--- src/rtl/pip_pkg.sv ---
// Shared types and constants for the point-in-polygon crossing unit.
// Holds the input and result payload structs and the queue entry format.
// No dependencies.
package pip_pkg;

	localparam int COORD_BITS = 16;
	localparam int DIFF_BITS  = COORD_BITS + 1;
	localparam int PROD_BITS  = 2 * DIFF_BITS;
	localparam int TALLY_BITS = 16;

	localparam logic [TALLY_BITS-1:0] TALLY_MAX = {TALLY_BITS{1'b1}};

	// Edge classes decided by the front end.
	localparam logic [1:0] KIND_SKIP = 2'd0;
	localparam logic [1:0] KIND_HIT  = 2'd1;
	localparam logic [1:0] KIND_TEST = 2'd2;

	typedef struct packed {
		logic signed [COORD_BITS-1:0] point_x;
		logic signed [COORD_BITS-1:0] point_y;
		logic signed [COORD_BITS-1:0] edge_ax;
		logic signed [COORD_BITS-1:0] edge_ay;
		logic signed [COORD_BITS-1:0] edge_bx;
		logic signed [COORD_BITS-1:0] edge_by;
		logic                         last_edge;
	} edge_in_t;

	typedef struct packed {
		logic                  inside_res;
		logic [TALLY_BITS-1:0] crossing_total;
	} result_t;

	typedef struct packed {
		logic [1:0]                  kind;
		logic                        dx_neg;
		logic                        last_edge;
		logic signed [DIFF_BITS-1:0] dpx;
		logic signed [DIFF_BITS-1:0] dy;
		logic signed [DIFF_BITS-1:0] dpy;
		logic signed [DIFF_BITS-1:0] dx;
	} job_t;

endpackage

--- src/rtl/pip_front.sv ---
// Front end of the crossing unit: classifies each incoming edge and forms
// the differences that the back end multiplies. Depends on pip_pkg.
module pip_front (
	input  pip_pkg::edge_in_t in_data,
	output pip_pkg::job_t     job
);

	logic signed [pip_pkg::DIFF_BITS-1:0] px, py, ax, ay, bx, by;
	logic signed [pip_pkg::DIFF_BITS-1:0] dx;
	logic                                 between;

	always_comb begin
		px = pip_pkg::DIFF_BITS'(in_data.point_x);
		py = pip_pkg::DIFF_BITS'(in_data.point_y);
		ax = pip_pkg::DIFF_BITS'(in_data.edge_ax);
		ay = pip_pkg::DIFF_BITS'(in_data.edge_ay);
		bx = pip_pkg::DIFF_BITS'(in_data.edge_bx);
		by = pip_pkg::DIFF_BITS'(in_data.edge_by);
		dx = ax - bx;
		between = ((ax < px) && (px < bx)) || ((ax > px) && (px > bx));

		job.dx_neg    = dx[pip_pkg::DIFF_BITS-1];
		job.last_edge = in_data.last_edge;
		job.dpx       = px - bx;
		job.dy        = ay - by;
		job.dpy       = py - by;
		job.dx        = dx;

		// A vertical edge is decided here; only a slanted edge that spans
		// the point's x needs the cross product test.
		if (dx == '0) begin
			job.kind = (px == ax) ? pip_pkg::KIND_HIT : pip_pkg::KIND_SKIP;
		end else if (between) begin
			job.kind = pip_pkg::KIND_TEST;
		end else begin
			job.kind = pip_pkg::KIND_SKIP;
		end
	end

endmodule

--- src/rtl/pip_fifo.sv ---
// Short queue of classified edges between the front and back ends.
// Register array with read and write pointers. Depends on pip_pkg.
module pip_fifo #(
	parameter int DEPTH = 4
) (
	input  logic          clk,
	input  logic          arst_n,
	input  logic          push_valid,
	output logic          push_ready,
	input  pip_pkg::job_t push_data,
	output logic          pop_valid,
	input  logic          pop_ready,
	output pip_pkg::job_t pop_data
);

	localparam int PTR_W = (DEPTH > 1) ? $clog2(DEPTH) : 1;
	localparam int CNT_W = $clog2(DEPTH + 1);

	pip_pkg::job_t     mem_q [DEPTH];
	logic [PTR_W-1:0]  wr_ptr_q, rd_ptr_q;
	logic [CNT_W-1:0]  count_q;
	logic              push, pop;

	assign push_ready = (count_q != CNT_W'(DEPTH));
	assign pop_valid  = (count_q != '0);
	assign pop_data   = mem_q[rd_ptr_q];
	assign push       = push_valid && push_ready;
	assign pop        = pop_valid && pop_ready;

	always_ff @(posedge clk) begin
		if (push) begin
			mem_q[wr_ptr_q] <= push_data;
		end
	end

	always_ff @(posedge clk or negedge arst_n) begin
		if (!arst_n) begin
			wr_ptr_q <= '0;
			rd_ptr_q <= '0;
			count_q  <= '0;
		end else begin
			if (push) begin
				wr_ptr_q <= (wr_ptr_q == PTR_W'(DEPTH - 1)) ? '0 : wr_ptr_q + 1'b1;
			end
			if (pop) begin
				rd_ptr_q <= (rd_ptr_q == PTR_W'(DEPTH - 1)) ? '0 : rd_ptr_q + 1'b1;
			end
			if (push && !pop) begin
				count_q <= count_q + 1'b1;
			end else if (pop && !push) begin
				count_q <= count_q - 1'b1;
			end
		end
	end

	a_count_bound: assert property (@(posedge clk) disable iff (!arst_n)
		count_q <= CNT_W'(DEPTH))
		else $error("queue count above depth");

	a_count_up: assert property (@(posedge clk) disable iff (!arst_n)
		push && !pop |=> count_q == $past(count_q) + 1'b1)
		else $error("queue count did not follow a lone write");

	a_count_down: assert property (@(posedge clk) disable iff (!arst_n)
		pop && !push |=> count_q == $past(count_q) - 1'b1)
		else $error("queue count did not follow a lone read");

endmodule

--- src/rtl/pip_back.sv ---
// Back end of the crossing unit: cross product stage, crossing tally and
// the result register. Depends on pip_pkg.
module pip_back (
	input  logic             clk,
	input  logic             arst_n,
	input  logic             job_valid,
	output logic             job_ready,
	input  pip_pkg::job_t    job,
	output logic             out_valid,
	input  logic             out_ready,
	output pip_pkg::result_t out_data
);

	// Stage 1: products registered.
	logic                                 valid_s1;
	logic [1:0]                           kind_s1;
	logic                                 dx_neg_s1;
	logic                                 last_s1;
	logic signed [pip_pkg::PROD_BITS-1:0] lhs_s1, rhs_s1;

	logic [pip_pkg::TALLY_BITS-1:0] tally_q;
	logic                           parity_q;
	logic                           out_valid_q;
	pip_pkg::result_t               out_data_q;

	logic                           out_free, done_s1, load_s1, crossed;
	logic [pip_pkg::TALLY_BITS-1:0] tally_next;

	// Only a closing edge has to wait for the result register.
	assign out_free  = !out_valid_q || out_ready;
	assign done_s1   = valid_s1 && (!last_s1 || out_free);
	assign load_s1   = !valid_s1 || done_s1;
	assign job_ready = load_s1;

	always_ff @(posedge clk) begin
		if (load_s1 && job_valid) begin
			kind_s1   <= job.kind;
			dx_neg_s1 <= job.dx_neg;
			last_s1   <= job.last_edge;
			lhs_s1    <= job.dpx * job.dy;
			rhs_s1    <= job.dpy * job.dx;
		end
	end

	// For a negative x span the height comparison flips its sense.
	always_comb begin
		case (kind_s1)
			pip_pkg::KIND_HIT:  crossed = 1'b1;
			pip_pkg::KIND_TEST: crossed = dx_neg_s1 ? (lhs_s1 >= rhs_s1) : (lhs_s1 <= rhs_s1);
			default:            crossed = 1'b0;
		endcase
		tally_next = (crossed && tally_q != pip_pkg::TALLY_MAX) ? tally_q + 1'b1 : tally_q;
	end

	always_ff @(posedge clk) begin
		if (done_s1 && last_s1) begin
			out_data_q.inside_res     <= parity_q ^ crossed;
			out_data_q.crossing_total <= tally_next;
		end
	end

	always_ff @(posedge clk or negedge arst_n) begin
		if (!arst_n) begin
			valid_s1    <= 1'b0;
			tally_q     <= '0;
			parity_q    <= 1'b0;
			out_valid_q <= 1'b0;
		end else begin
			if (load_s1) begin
				valid_s1 <= job_valid;
			end
			if (done_s1) begin
				if (last_s1) begin
					tally_q  <= '0;
					parity_q <= 1'b0;
				end else begin
					tally_q  <= tally_next;
					parity_q <= parity_q ^ crossed;
				end
			end
			if (done_s1 && last_s1) begin
				out_valid_q <= 1'b1;
			end else if (out_ready) begin
				out_valid_q <= 1'b0;
			end
		end
	end

	assign out_valid = out_valid_q;
	assign out_data  = out_data_q;

	a_clear_after_last: assert property (@(posedge clk) disable iff (!arst_n)
		done_s1 && last_s1 |=> tally_q == '0 && !parity_q)
		else $error("tally not cleared after closing edge");

	a_tally_hold: assert property (@(posedge clk) disable iff (!arst_n)
		!done_s1 |=> $stable(tally_q) && $stable(parity_q))
		else $error("tally changed with no edge retired");

	a_parity_match: assert property (@(posedge clk) disable iff (!arst_n)
		out_valid && out_data.crossing_total != pip_pkg::TALLY_MAX
		|-> out_data.inside_res == out_data.crossing_total[0])
		else $error("inside flag disagrees with unsaturated count");

endmodule

--- src/rtl/point_in_polygon_crossing_unit.sv ---
// Top level of the point-in-polygon crossing unit: front end, edge queue
// and back end. Depends on pip_pkg, pip_front, pip_fifo and pip_back.
//
//   Channel  Handshake             Payload             Direction
//   in       in_valid / in_ready   pip_pkg::edge_in_t  one polygon edge
//   out      out_valid / out_ready pip_pkg::result_t   one result per polygon
//
// Sustains one edge per clock while in_ready is high. A closing edge passes
// through the queue and then the product register before the result register
// loads and raises out_valid.
// Reset clears the queue pointers, the product stage valid, the tally and the
// result valid; nothing needs a clearing pass.
// A stalled result holds back only the next closing edge and the edges behind
// it; earlier edges keep retiring, and in_ready drops only when the QUEUE_DEPTH entry queue is full.
module point_in_polygon_crossing_unit #(
	parameter int QUEUE_DEPTH = 4
) (
	input  logic              clk,
	input  logic              arst_n,
	input  logic              in_valid,
	output logic              in_ready,
	input  pip_pkg::edge_in_t in_data,
	output logic              out_valid,
	input  logic              out_ready,
	output pip_pkg::result_t  out_data
);

	pip_pkg::job_t front_job, queue_job;
	logic          queue_valid, queue_ready;

	pip_front u_front (
		.in_data (in_data),
		.job     (front_job)
	);

	pip_fifo #(
		.DEPTH (QUEUE_DEPTH)
	) u_fifo (
		.clk        (clk),
		.arst_n     (arst_n),
		.push_valid (in_valid),
		.push_ready (in_ready),
		.push_data  (front_job),
		.pop_valid  (queue_valid),
		.pop_ready  (queue_ready),
		.pop_data   (queue_job)
	);

	pip_back u_back (
		.clk       (clk),
		.arst_n    (arst_n),
		.job_valid (queue_valid),
		.job_ready (queue_ready),
		.job       (queue_job),
		.out_valid (out_valid),
		.out_ready (out_ready),
		.out_data  (out_data)
	);

endmodule
--- config.mk ---
export PLATFORM = sky130hd
export DESIGN_NAME = point_in_polygon_crossing_unit
export DESIGN_NICKNAME = d
export VERILOG_FILES = /design/src/rtl/pip_pkg.sv /design/src/rtl/pip_front.sv /design/src/rtl/pip_fifo.sv /design/src/rtl/pip_back.sv /design/src/rtl/point_in_polygon_crossing_unit.sv
export SDC_FILE = /design/constraint.sdc
export NUM_CORES = 2
export LEC_CHECK = 0
export BUFFER_PORTS_ARGS = -buffer_cell sky130_fd_sc_hd__buf_2
export CORE_ASPECT_RATIO = 1.5
export CORE_MARGIN = 4
export CORE_UTILIZATION = 52
export DETAILED_ROUTE_END_ITERATION = 10
export GPL_ROUTABILITY_DRIVEN = 0
export PLACE_DENSITY = 0.69
export SYNTH_ARGS = -nofsm -noshare
export SYNTH_HDL_FRONTEND = slang
export SYNTH_SLANG_ARGS = --single-unit
--- constraint.sdc ---
create_clock -name clk -period 20.5 [get_ports clk]
set_input_delay 3.075 -clock clk [delete_from_list [all_inputs] [get_ports clk]]
set_output_delay 3.075 -clock clk [all_outputs]
set_load 0.02 [all_outputs]
After elaboration in Yosys (flattened, before gate mapping)

Memory sizes are Yosys's and may differ from the RTL's.
Index checks and enable logic that the tools add are counted.

Add/subtract/negate cells: 9
Magnitude comparators: 6
Multipliers: 2
Reductions and logical operators: 22
Multiplexer cells: 16
Equality and inequality tests: 7
Bitwise logic cells: 1

Operator list:

| operator                                         | number |
|---|---|
| multiplier 17 x 17 -> 34 bit                     | 2 |
| subtractor 16 x 16 -> 17 bit                     | 4 |
| >= comparator 34 bit                             | 1 |
| <= comparator 34 bit                             | 1 |
| greater-than comparator 16 bit                   | 2 |
| < comparator 16 bit                              | 2 |
| 2-to-1 mux 16 bit                                | 2 |
| zero test 17 bit                                 | 1 |
| adder 16 x 1 -> 16 bit, second input constant    | 1 |
| == test 16 bit                                   | 1 |
| != test 16 bit, second input constant            | 1 |
| logical AND 1 bit                                | 9 |
| 2-to-1 mux 2 bit                                 | 4 |
| 2-to-1 mux 1 bit                                 | 7 |
| == test 2 bit, second input constant             | 3 |
| 2-to-1 mux 3 bit                                 | 2 |
| zero test 1 bit                                  | 5 |
| adder 2 x 1 -> 2 bit, second input constant      | 2 |
| logical OR 1 bit                                 | 4 |
| nonzero test 2 bit                               | 2 |
| adder 3 x 1 -> 3 bit, second input constant      | 1 |
| != test 3 bit, second input constant             | 1 |
| nonzero test 3 bit                               | 1 |
| subtractor 3 x 1 -> 3 bit, second input constant | 1 |
| other kinds (3)                                  | 3 |

Memories kept: 1
Register bits after elaboration: 115
Memory bits (writable): 288
Input bits: 101

Memory list:

| memory       | words | bits a word | rd ports | clocked after memory_dff | write ports | line           | text |
|---|---|---|---|---|---|---|---|
| u_fifo.mem_q | 4     | 72          | 1        | 0                        | 1           | pip_fifo.sv:19 | `pip_pkg::job_t mem_q [DEPTH];` |

Logic depth before layout (Yosys ltp)

Depth after elaboration: 9
Depth in mapped cells: 30
Depth with buffers taken out: 26

Modules after synthesis

A second synthesis with hierarchy kept.

Cell total of the unflattened synthesis: 3692
Area total of the unflattened synthesis: 41139.5 sq um

By module, submodules not included:

| module    | cells each | sequential area each (sq um) | instances | area each (sq um) |
|---|---|---|---|---|
| pip_back  | 2785       | 3148.0                       | 1         | 26844.5 |
| pip_fifo  | 412        | 8823.5                       | 1         | 10802.9 |
| pip_front | 495        | 0.0                          | 1         | 3492.1 |

Worst setup path before layout

No wires, ideal clock.

Path type: input port to flip-flop
Start point: input out_ready
End point: register u_fifo.count_q[1]
Setup slack: 12.167 ns
Stages: 7
Path buffers: 0
Data arrival time: 8.209 ns
Data required time: 20.375 ns
Setup time: 0.125 ns
Path through: nor2b_1 -> a31oi_1 -> inv_1 -> ha_1 -> inv_1 -> fa_1 -> mux2_2

Cells in the longest elaborated chain, start to end: 8

RTL lines:

| what                                                          | line                                 | text |
|---|---|---|
| start, declared                                               | point_in_polygon_crossing_unit.sv:24 | `input logic out_ready,` |
| logical OR 1 bit (*)                                          | pip_back.sv:30                       | `assign out_free = !out_valid_q \|\| out_ready;` |
| logical OR 1 bit (*)                                          | pip_back.sv:31                       | `assign done_s1 = valid_s1 && (!last_s1 \|\| out_free);` |
| logical AND 1 bit (*)                                         | pip_back.sv:31                       |  |
| logical OR 1 bit (*)                                          | pip_back.sv:32                       | `assign load_s1 = !valid_s1 \|\| done_s1;` |
| logical AND 1 bit (*)                                         | pip_fifo.sv:28                       | `assign pop = pop_valid && pop_ready;` |
| via u_fifo.pop                                                | pip_fifo.sv:22                       | `logic push, pop;` |
| zero test 1 bit                                               | pip_fifo.sv:48                       | `if (push && !pop) begin` |
| logical AND 1 bit                                             | pip_fifo.sv:48                       |  |
| 2-to-1 mux 3 bit / nonzero test 2 bit (equally long branches) | -                                    |  |
| end signal, assigned                                          | pip_fifo.sv:49                       | `count_q <= count_q + 1'b1;` |
| end signal, assigned                                          | pip_fifo.sv:51                       | `count_q <= count_q - 1'b1;` |
| end, declared                                                 | pip_fifo.sv:21                       | `logic [CNT_W-1:0] count_q;` |

Mark *: on every way through the listed nets, which the timed path passes. The rest lies on a longest branch.
A chain may end at the register's enable or synchronous reset.

Worst setup path in the final report

Start point: register u_fifo.rd_ptr_q[0]
End point: register u_back.rhs_s1[32] in the netlist's numbering, data pin

Cells in the longest elaborated chain, start to end: 2

RTL lines:

| what                         | line           | text |
|---|---|---|
| start, declared              | pip_fifo.sv:20 | `logic [PTR_W-1:0] wr_ptr_q, rd_ptr_q;` |
| start signal, assigned       | pip_fifo.sv:46 | `rd_ptr_q <= (rd_ptr_q == PTR_W'(DEPTH - 1)) ? '0 : rd_ptr_q + 1'b1;` |
| memory (4 x 72 bit)          | -              |  |
| multiplier 17 x 17 -> 34 bit | pip_back.sv:41 | `rhs_s1 <= job.dpy * job.dx;` |
| end signal, assigned         | pip_back.sv:41 |  |
| end, declared                | pip_back.sv:19 | `logic signed [pip_pkg::PROD_BITS-1:0] lhs_s1, rhs_s1;` |

Every way passes these cells.

==> metrics.txt <==
Avg WL per Cell=20.2 µm; initial core utilization=approximately 52%; Syn Std Cell Area=between 40000 and 50000 µm²; r2r setup slk=~12000 ps; CTS Buffer Depth=3; asr flop ratio synth=6.52%; CTS Hold Bufs=0; slew margin rel.=a little under a fifth; status=finished, final reports clean; CP Capture Type=flip-flop; Main synth FF type=edfxtp_1; hold depth=1; worst setup path class=reg -> reg; cts repair resizes=0; worst path bufs/invs=5; # H-tree levels=2; row count=125; via count=roughly 27000; Final Hold Viols=0; largest family of logic cells by synthesized area=adder cells; mux contribution to synthesized area=3.97%; Die X=about 240 µm; Sink Count=399; most frequent CP cell=fa_1; DRT Pass-1 Iters=6; CP max stage cell=buf_4; Overflow after GRT=0; worst min-delay path startpoint=u_fifo.count_q[2]$_DFFE_PN0P_; max-cap check violation count=0; DRC viols=0; Synthesis Warnings=0; Post-Syn Instances=3808; Compound-Gate Fraction of Synth Area=6.81%; syn_area_per_cell=about 11 µm²; Num CTS Buffers=just over 40; Post-Synth Adder-Cell Area=between 30% and 40%; FF/Latch Area=roughly 12000 µm²; post-DP HPWL=approximately 80 mm; Root Driver=clkbuf_16; CTS tree=yes; area of the multi-input gates=roughly 26000 µm²; initial antenna violation count=6; Seq/Total Area, Yosys=about 29%; skew final=approximately 26 ps; DRT iter0 DRCs=about 1700; IO Count=120; slowest stage delay, CP=720 ps; Final #Nets=around 4900; Tcrit/Tclk final=between 40% and 50%; CP Cell Sequence=buf_4 -> mux2_2 -> o21ai_2 -> nor2_1 -> fa_1 -> inv_1 -> fa_1 -> fa_1 -> inv_1 -> fa_1 -> fa_1 -> inv_1 -> fa_1 -> inv_1 -> ha_1 -> or4_1 -> a211oi_1 -> nor3_1 -> a2111o_1 -> a21oi_1 -> o21ai_1 -> or4b_1 -> nand3_1; DRT antenna net count=0; crit start category=flip-flop; reg2reg end=u_back.rhs_s1[32]$_DFFE_PP_; WL final=approximately 100 mm; worst r2r src=u_fifo.rd_ptr_q[0]$_DFFE_PN0P_; flops & latches, synth=between 300 and 400; first-pass GRT wire length=approximately 160 mm; crit path DAT=around 9000 ps; min-delay worst type=reg -> reg; Largest delay share family, worst path=adder cells; Setup Viol. Count Final=0; simple-gate share of the synthesized area=a little over a tenth; area of the die=around 83000 µm²; largest net degree at the start of global routing=81; final setup TNS=0 ps; fillcell total=~6700; most frequent cells in the layout=inv_1 (751), fa_1 (597), edfxtp_1 (373), nand2_1 (368), nor2_1 (339); most common cell after layout, fill and taps aside=inv_1; Core Region=77400 µm²; Unique masters post-synth=74; xor/xnor share of the synthesized area=~3.1%; Crit path required time=~21000 ps; max-slew violation count=0; worst slew pin tran=1220 ps; Hold Crit Endpoint=u_fifo.count_q[2]$_DFFE_PN0P_; vias per cell=about 5.5; GRT Total Usage=between 20 and 25%; share of cells above drive strength 1=under 10%; Achievable Freq=117 MHz; Syn Nets=4800; reg2reg path depth=23; vias in the first global route=29400; area growth from synthesis to layout=7.73%; Post-synth EDFFs=between 300 and 400; die span in y=350 µm; CP max FO=between 50 and 60; RSZ-0062 raised after global routing=no; Post-CTS Setup Repair Bufs=0; clk slew on worst S/H paths=approximately 70 ps; Port Buffer Count=119; clock insertion delay at the later pin of the skew report=a little under 600 ps; Final Critical Period=between 8000 and 9000 ps
==> per-stage QoR <==
step	setup slack, ps	hold slack, ps	util (%)	cells	instance area [µm²]
final	11970	505	56.4	4955	43700
after global routing	11590	527	56.4	4953	43700
after CTS	11980	499	56.4	4951	43700
after detailed placement	11990	488	54.7	4877	42300
after global placement	12080	468	54.7	4877	42300
after floorplan	12170	447	-	3808	40600
==> synth_stat cells (5+ instances only) <==
master | count | share of area (%)
inv_1 | 751 | 7.0
fa_1 | 597 | 29
edfxtp_1 | 373 | 28
nand2_1 | 368 | 3.4
nor2_1 | 339 | 3.1
ha_1 | 294 | 9.1
xnor2_1 | 111 | 2.4
a21oi_1 | 101 | 1.2
o21ai_0 | 81 | 1.0
clkbuf_1 | 74 | 0.68
o21a_1 | 59 | 1.1
mux2_2 | 55 | 1.5
mux2i_1 | 54 | 1.3
o21ai_1 | 47 | 0.58
nand2b_1 | 40 | 0.62
and2_1 | 37 | 0.57
nor2b_1 | 36 | 0.56
a21o_1 | 34 | 0.63
xor2_1 | 33 | 0.71
nand3_1 | 31 | 0.38
nor3_1 | 29 | 0.36
dfrtp_1 | 26 | 1.6
and3_1 | 20 | 0.31
mux4_2 | 20 | 1.1
nand4_1 | 18 | 0.28
buf_1 | 16 | 0.15
a31oi_1 | 15 | 0.23
or3_1 | 15 | 0.23
or2_2 | 11 | 0.17
a211oi_1 | 10 | 0.19
o21bai_1 | 8 | 0.15
o31ai_1 | 8 | 0.15
o31a_1 | 7 | 0.15
a211o_1 | 6 | 0.13
a21boi_0 | 5 | 0.093
o211ai_1 | 5 | 0.093
o22ai_1 | 5 | 0.077
or4_1 | 5 | 0.093
==> how the worst max path moves through the flow <==
stage                                   startpoint                       endpoint  slack [ps]  cells past startpoint
global route        u_fifo.rd_ptr_q[0]$_DFFE_PN0P_    u_back.rhs_s1[32]$_DFFE_PP_       11590                     23
finish              u_fifo.rd_ptr_q[0]$_DFFE_PN0P_    u_back.rhs_s1[32]$_DFFE_PP_       11970                     23
global placement    u_fifo.rd_ptr_q[0]$_DFFE_PN0P_    u_back.rhs_s1[32]$_DFFE_PP_       12080                     23
CTS                 u_fifo.rd_ptr_q[0]$_DFFE_PN0P_    u_back.rhs_s1[32]$_DFFE_PP_       11980                     23
floorplan                                out_ready  u_fifo.count_q[1]$_DFFE_PN0P_       12170                      7
detailed placement  u_fifo.rd_ptr_q[0]$_DFFE_PN0P_    u_back.rhs_s1[32]$_DFFE_PP_       11990                     23
==> final cells by class <==
class	count	area share [%]
well taps	1016	2.91
clock inverters	30	0.716
inverters	751	6.45
diodes	4	0.0229
repair buffers	145	1.81
flip-flops and latches	399	27.1
clock buffers	44	2.37
multi-input cells	2566	58.6
==> layer usage <==
layer	part of all wire [%]	wire length, µm	up-vias	GRT usage (%)
li1	-	-	12400	-
met5	0.015	15	-	0
met3	5.4	5390	302	3.26
met4	6.4	6420	2	13.1
met2	51	50900	888	44.3
met1	37	37300	13700	29.1
==> kinds of logic after synthesis <==
group | count (synthesis)
and+or+nand+nor | 970
adders and majority gates | 891
buffers and inverters | 843
AOI/OAI and AO/OA | 432
DFF | 399
xor gates and xnor gates | 144
muxes | 129
==> sequential cells by signal (all words and copies together) (netlist names) <==
signal            cells
u_back.dx_neg_s1      1
u_back.kind_s1        2
u_back.last_s1        1
u_back.lhs_s1        34
u_back.out_data      17
u_back.out_valid      1
u_back.parity_q       1
u_back.rhs_s1        34
u_back.tally_q       16
u_back.valid_s1       1
u_fifo.count_q        3
u_fifo.mem_q        284
u_fifo.rd_ptr_q       2
u_fifo.wr_ptr_q       2
==> worst reg2reg max path: cells and delay by family, from the launching register on <==
kind                     cells  cell delay (ps)
flip-flops                   1              560
adder cells (fa/ha/maj)      7             3280
AO/OA/AOI/OAI                5             1760
buffers and inverters        5              920
AND/OR/NAND/NOR              5             1420
multiplexers                 1              490
Power is not shown: default switching activity piles up to over one toggle a cycle in this logic, so the estimate is an artifact.
